$ cat config.mk
export PLATFORM = sky130hd
export DESIGN_NAME = skt_cmp
export DESIGN_NICKNAME = d
export VERILOG_FILES = /design/src/skt_pkg.sv /design/src/skt_cmp.sv
export SDC_FILE = /design/constraint.sdc
export NUM_CORES = 1
export LEC_CHECK = 0
export BUFFER_PORTS_ARGS = -buffer_cell sky130_fd_sc_hd__buf_4
export CAP_MARGIN = 20
export CELL_PAD_IN_SITES_DETAIL_PLACEMENT = 1
export CELL_PAD_IN_SITES_GLOBAL_PLACEMENT = 2
export CORE_MARGIN = 3
export CORE_UTILIZATION = 21
export DETAILED_ROUTE_END_ITERATION = 8
export PLACE_DENSITY = 0.86
export SLEW_MARGIN = 10
export SYNTH_ARGS = -nofsm -noshare
export SYNTH_HDL_FRONTEND = slang
export SYNTH_SLANG_ARGS = --single-unit
$ cat constraint.sdc
create_clock -name vclk -period 5.93
set_input_delay 1.779 -clock vclk [all_inputs]
set_output_delay 1.779 -clock vclk [all_outputs]
set_load 0.01 [all_outputs]
$ cat src/skt_pkg.sv
`timescale 1ns / 1ps
`default_nettype none

package skt_pkg;

  // Field widths of the transfer payloads
  localparam int unsigned OP_W     = 3;
  localparam int unsigned KEY_W    = 32;
  localparam int unsigned INDEX_W  = 8;
  localparam int unsigned COUNT_W  = 9;
  localparam int unsigned STATUS_W = 2;

  typedef enum logic [OP_W-1:0] {
    OP_INSERT  = 3'd0,
    OP_REMOVE  = 3'd1,
    OP_READ    = 3'd2,
    OP_FIND    = 3'd3,
    OP_REPLACE = 3'd4
  } op_e;

  typedef enum logic [STATUS_W-1:0] {
    ST_OK        = 2'd0,
    ST_FULL      = 2'd1,
    ST_RANGE     = 2'd2,
    ST_NOT_FOUND = 2'd3
  } status_e;

  typedef struct packed {
    logic [OP_W-1:0]    operation;
    logic [KEY_W-1:0]   key;
    logic [INDEX_W-1:0] index;
  } in_item_t;

  typedef struct packed {
    status_e            status;
    logic [KEY_W-1:0]   key_out;
    logic [INDEX_W-1:0] index_out;
    logic [COUNT_W-1:0] count;
  } out_item_t;

  // Flags from the shared key comparator
  typedef struct packed {
    logic after;  // operand a belongs after operand b
    logic equal;  // operands match
  } cmp_t;

endpackage

`default_nettype wire

$ cat src/skt_cmp.sv
`timescale 1ns / 1ps
`default_nettype none

// Shared key comparator: ordering test under the current direction, and match
module skt_cmp #(
  parameter int unsigned KEY_WIDTH = 32
) (
  input  wire logic [KEY_WIDTH-1:0] a_i,
  input  wire logic [KEY_WIDTH-1:0] b_i,
  input  wire logic                 descending_i,
  output skt_pkg::cmp_t             res_o
);

  logic lt;
  logic gt;

  assign lt = (a_i < b_i);
  assign gt = (a_i > b_i);

  // a goes after b: smaller in descending order, larger in ascending order
  assign res_o.after = descending_i ? lt : gt;
  assign res_o.equal = (a_i == b_i);

endmodule

`default_nettype wire

==> results of run 1 <==
worst max-delay path: cells and delay by family:
family | cells | cell delay [ns]
buf+inv | 2 | 0.27
compound gates | 5 | 1.11
simple gates | 1 | 0.06
fa+ha+maj | 1 | 0.33
how the worst max path moves through the flow:
stage	slack, ns	depth (start not counted)	startpoint	end
floorplan	0.93	8	b_i[14]	res_o[1]
global placement	0.63	9	a_i[14]	res_o[1]
detailed placement	0.61	9	a_i[14]	res_o[1]
CTS	0.60	9	a_i[14]	res_o[1]
global route	0.51	9	a_i[23]	res_o[1]
finish	0.61	9	a_i[14]	res_o[1]
synthesized netlist by cell type:
cell type / number / area, um2
nor4_1: 2 / 12.5
and3_1: 1 / 6.26
nand2_1: 8 / 30.0
o31ai_2: 1 / 12.5
or4_1: 1 / 7.51
nor2_1: 4 / 15.0
a221oi_1: 1 / 8.76
a211oi_1: 1 / 7.51
a21oi_1: 12 / 60.1
nand4_2: 1 / 12.5
o21ai_1: 1 / 5.00
o21ai_2: 1 / 8.76
o21ai_0: 1 / 5.00
a21oi_2: 1 / 8.76
nand4_1: 5 / 31.3
a41o_1: 1 / 10.0
a211o_1: 2 / 17.5
ha_1: 32 / 400
a21o_1: 2 / 15.0
inv_1: 34 / 128
a221o_1: 1 / 10.0
nand3_1: 3 / 15.0
o211ai_1: 1 / 7.51
routing by layer:
metal / vias to the layer above / global-route usage (%) / wire [um]
li1: 546 / - / -
met1: 474 / 12.1 / 1090
met2: 46 / 21.7 / 1400
met3: 4 / 2.19 / 214
met4: 0 / 1.30 / 34
met5: - / 0 / 0
cell families after synthesis:
family | Yosys count
buf+inv | 34
fa+ha+maj | 32
compound gates | 26
simple gates | 25
power groups by stage:
stage	Clock [mW]	Combinational, mW	Sequential (mW)
3_5_place_dp	0	0.0901	0
4_1_cts	0	0.0906	0
3_3_place_gp	0	0.0853	0
6_report	0	0.0886	0
2_1_floorplan	0	0.0427	0
5_1_grt	0	0.101	0
area by class of cell:
cell class,count,area share [%]
timing repair buffer,67,36.0
tap,48,4.30
inverter,34,9.13
multi-input combinational,83,50.6
==> results.json, run 1 <==
{
  "cpMaxStageDelayCell": "a221o_1",
  "antennaDiodeCount": 0,
  "cp-end-kind": "primary output",
  "ys_types": 23,
  "hold_viol_final": 0,
  "combinationalPowerShare_pct": 100.0,
  "seqCellArea_um2": 0,
  "fp.coreArea_mm2": 0.00374,
  "netlist_instances": 117,
  "io_buffers": 67,
  "finalCritPeriodShare_pct": 89.7,
  "cts_hold_buf": 0,
  "critPathMaxStageDelay_ns": 0.35,
  "clkPwrFrac_pct": 0,
  "vias": 1070,
  "power_mw": 0.0886,
  "p_leak_nw": 0.866,
  "final_common_cell": "buf_4",
  "relSlewSlack_pct": 68.7,
  "period_needed_ns": 5.32,
  "grt-ovfl-total": 0,
  "synth-compound-area-share_pct": 21.1,
  "placed_cell_area_mm2": 0.00140,
  "synth_seq_area_share_pct": 0,
  "pre_cts_ws_ns": 0.606,
  "grt_pass1_wl_um": 4620,
  "die_h_um": 69.0,
  "slew_violations": 0,
  "drt.antenna.violating_nets": 0,
  "final.setup.worst_slack_ns": 0.610,
  "cp-start-kind": "input port",
  "place_inst": 232,
  "syn-mean-instance-area_um2": 7.13,
  "num-clock-buffers": 0,
  "rsz0062_at_grt": "false",
  "critPathRequiredTime_ns": 4.15,
  "floorplan.initialDensity_pct": 22.3,
  "grt_max_degree": 5,
  "wl_per_cell_um": 11.8,
  "ir_drop_mv": 0.0195,
  "seqPwrFrac_pct": 0,
  "via_per_inst": 4.61,
  "n_sequential_cell": 0,
  "arrival_ns": 3.54,
  "drive_gt1_share_pct": 38.6,
  "worstPathCellList": "buf_4 -> ha_1 -> a21oi_2 -> nand2_1 -> a221o_1 -> a211o_1 -> a211o_1 -> o31ai_2 -> buf_4",
  "hpwl_um": 2640,
  "path_class": "in2out",
  "dr.pass1.iters": 4,
  "crit_path_max_fanout": 3,
  "multi_input_area_um2": 707,
  "synth_top_family_by_area": "adder cells",
  "synth_fp_nets": 214,
  "grt_pass1_vias": 1135,
  "final_cell_mix": "67 x buf_4, 34 x inv_1, 32 x ha_1",
  "synth_xor_area_share_pct": 0,
  "die_area_mm2": 0.00477,
  "post_cts_buffers": 0,
  "drc_errors": 0,
  "instances_no_fill": 232,
  "yosysWarnings": 0,
  "swShare_pct": 41.6,
  "internal_power_mw": 0.0518,
  "num_io_pins": 67,
  "powerDensity_mw_per_mm2": 63.4,
  "antenna_found_initial": 0,
  "yosys.area_share.simple_pct": 15.6,
  "design_area_mm2": 0.00140,
  "fin_util_pct": 37.3,
  "syn_to_final_growth_pct": 67.5,
  "fill_cells": 499,
  "worst_pin_slew_ns": 0.465,
  "status": "finished, final reports clean",
  "setup-tns-final_ns": 0,
  "synth_fa_ha_area_share_pct": 48.0,
  "max_freq_ghz": 0.188,
  "cts_resized": 0,
  "routabilityCongestion": 0.825,
  "hp-class": "in2out",
  "hold-path-cell-count": 3,
  "drt-total-wl_um": 2730,
  "holdPathEnd": "res_o[1]",
  "drtIter0Drc": 7,
  "power.switching_mw": 0.0369,
  "dieWidth_um": 69.0,
  "syn_area_um2": 835,
  "min_from": "descending_i",
  "synthMuxAreaShare_pct": 0,
  "setup_viol": 0,
  "fin_nets": 283,
  "grtUsageTotal_pct": 11.0,
  "maxCapViolCount": 0,
  "fin_hold_ws_ns": 3.85,
  "rows": 22
}
No activity file was read; power rests on OpenSTA's default activity.
==> inputs of run 2 (changes only) <==
--- a/config.mk
+++ b/config.mk
@@ -5,6 +5,7 @@
 export SDC_FILE = /design/constraint.sdc
 export NUM_CORES = 1
 export LEC_CHECK = 0
+export ABC_AREA = 1
 export BUFFER_PORTS_ARGS = -buffer_cell sky130_fd_sc_hd__buf_4
 export CAP_MARGIN = 20
 export CELL_PAD_IN_SITES_DETAIL_PLACEMENT = 1
@@ -12,7 +13,8 @@
 export CORE_MARGIN = 3
 export CORE_UTILIZATION = 21
 export DETAILED_ROUTE_END_ITERATION = 8
-export PLACE_DENSITY = 0.86
+export GPL_TIMING_DRIVEN = 1
+export PLACE_DENSITY = 0.85
 export SLEW_MARGIN = 10
 export SYNTH_ARGS = -nofsm -noshare
 export SYNTH_HDL_FRONTEND = slang
==> results.json, run 2 <==
{
  "critPathRequiredTime_ns": 4.15,
  "antennaDiodeCount": 0,
  "synth_fa_ha_area_share_pct": 42.5,
  "yosysTopAreaCell": "ha_1",
  "wl_per_cell_um": 8.62,
  "synth_fp_nets": 251,
  "die_h_um": 73.0,
  "placed_cell_area_mm2": 0.00151,
  "grtUsageTotal_pct": 8.49,
  "hp-class": "in2out",
  "fill_cells": 547,
  "netlist_instances": 154,
  "pre_cts_ws_ns": 1.07,
  "syn_to_final_growth_pct": 60.0,
  "grt_pass1_vias": 1042,
  "syn-mean-instance-area_um2": 6.12,
  "maxCapViolCount": 0,
  "instances_no_fill": 271,
  "final_common_cell": "buf_4",
  "hold_viol_final": 0,
  "final_cell_mix": "67 x buf_4, 43 x inv_1, 38 x nand2_1",
  "cp-end-kind": "primary output",
  "via_per_inst": 4.01,
  "arrival_ns": 3.07,
  "relSlewSlack_pct": 89.0,
  "synthMuxAreaShare_pct": 0,
  "drtIter0Drc": 8,
  "status": "finished, final reports clean",
  "drc_errors": 0,
  "yosysWarnings": 0,
  "setup-tns-final_ns": 0,
  "p_leak_nw": 0.977,
  "multi_input_area_um2": 777,
  "grt_max_degree": 4,
  "cts_resized": 0,
  "period_needed_ns": 4.84,
  "worst_pin_slew_ns": 0.164,
  "grt_pass1_wl_um": 3970,
  "holdPathEnd": "res_o[1]",
  "ys_types": 17,
  "design_area_mm2": 0.00151,
  "min_from": "descending_i",
  "drive_gt1_share_pct": 35.7,
  "finalCritPeriodShare_pct": 81.7,
  "final.setup.worst_slack_ns": 1.09,
  "cts_hold_buf": 0,
  "synth_common_cells": "43 x inv_1, 38 x nand2_1, 32 x ha_1",
  "seqCellArea_um2": 0,
  "post_cts_buffers": 0,
  "drt.antenna.violating_nets": 0,
  "drt-total-wl_um": 2340,
  "n_sequential_cell": 0,
  "path_class": "in2out",
  "yosysMostFrequentCell": "inv_1",
  "dieWidth_um": 73.0,
  "synth_seq_area_share_pct": 0,
  "num-clock-buffers": 0,
  "routabilityCongestion": 0.728,
  "fin_nets": 320,
  "powerDensity_mw_per_mm2": 60.8,
  "place_inst": 271,
  "hpwl_um": 2290,
  "syn_area_um2": 942,
  "synth_top_family_by_area": "adder cells",
  "cp-start-kind": "input port",
  "hold-path-cell-count": 6,
  "fp.coreArea_mm2": 0.00417,
  "antenna_found_initial": 0,
  "power_mw": 0.0917,
  "setup_viol": 0,
  "yosys.area_share.simple_pct": 29.2,
  "max_freq_ghz": 0.206,
  "floorplan.initialDensity_pct": 22.6,
  "num_io_pins": 67,
  "vias": 1087,
  "synth.top_cell.area_share_pct": 42.5,
  "slew_violations": 0,
  "synth-compound-area-share_pct": 10.8,
  "rows": 23,
  "synth_xor_area_share_pct": 0,
  "io_buffers": 67,
  "synthTopCellsByArea": "ha_1 42%, inv_1 17%, nand2_1 15%, a21oi_1 6.4%, nor2_1 3.6%",
  "rsz0062_at_grt": "false",
  "ir_drop_mv": 0.0166,
  "die_area_mm2": 0.00533,
  "dr.pass1.iters": 4,
  "grt-ovfl-total": 0,
  "crit_path_max_fanout": 2
}
==> run 2: cell types whose count changed in the layout (fill, tap and decap cells not counted), sizes merged, moves of 2 or more <==
| cell | before | now |
|---|---|---|
| nand4 | 6 | 1 |
| nor4 | 2 | 0 |
| a211o | 2 | 0 |
| inv | 34 | 44 |
| nor2 | 4 | 13 |
| nand2 | 8 | 42 |
==> run 2: worst max path at each step <==
| stage | from | endpoint | cells after the start |
|---|---|---|---|
| floorplan | b_i[19] | res_o[1] | 13 |
| global placement | a_i[19] | res_o[1] | 13 |
| detailed placement | a_i[19] | res_o[1] | 14 |
| CTS | a_i[19] | res_o[1] | 14 |
| global route | a_i[15] | res_o[1] | 12 |
| finish | a_i[19] | res_o[1] | 14 |
==> run 2: power breakdown <==
part	switching [mW]	internal, mW
Combinational	0.0392	0.0526
Sequential	0	0
Clock	0	0
==> run 2: area by class of cell <==
class | count | area share (%)
inverters | 44 | 11.0
multi-input cells | 110 | 51.5
repair buffers | 67 | 33.4
well taps | 50 | 4.15
==> run 2: layer usage <==
| layer | track usage, % | share of wire (%) | vias to the layer above |
|---|---|---|---|
| li1 | - | - | 610 |
| met2 | 14.4 | 46 | 35 |
| met5 | 0 | 0 | - |
| met4 | 0 | 0 | 0 |
| met3 | 0.689 | 8.1 | 0 |
| met1 | 12.3 | 46 | 442 |
==> run 2: kinds of logic after synthesis <==
logic type	count (synthesis)
AND/OR/NAND/NOR	61
buffers and inverters	44
adder cells (fa/ha/maj)	32
AO/OA/AOI/OAI	17
==> run 2: through the flow <==
step	utilization, %	hold slack [ns]
global placement	36.1	3.95
finish	36.1	3.97
CTS	36.1	3.97
detailed placement	36.1	3.97
floorplan	-	3.77
global route	36.1	3.99
==> run 2: critical path: stages <==
cell and delay (ns):
buf_4 0.11, ha_1 0.31, nand2_2 0.09, inv_1 0.04, nand2_1 0.05, nand2_1 0.05
nand2_1 0.08, nand3_2 0.09, a21oi_4 0.13, nand2_1 0.06, nand2_1 0.05, nand2_1 0.05
inv_1 0.06, buf_4 0.11
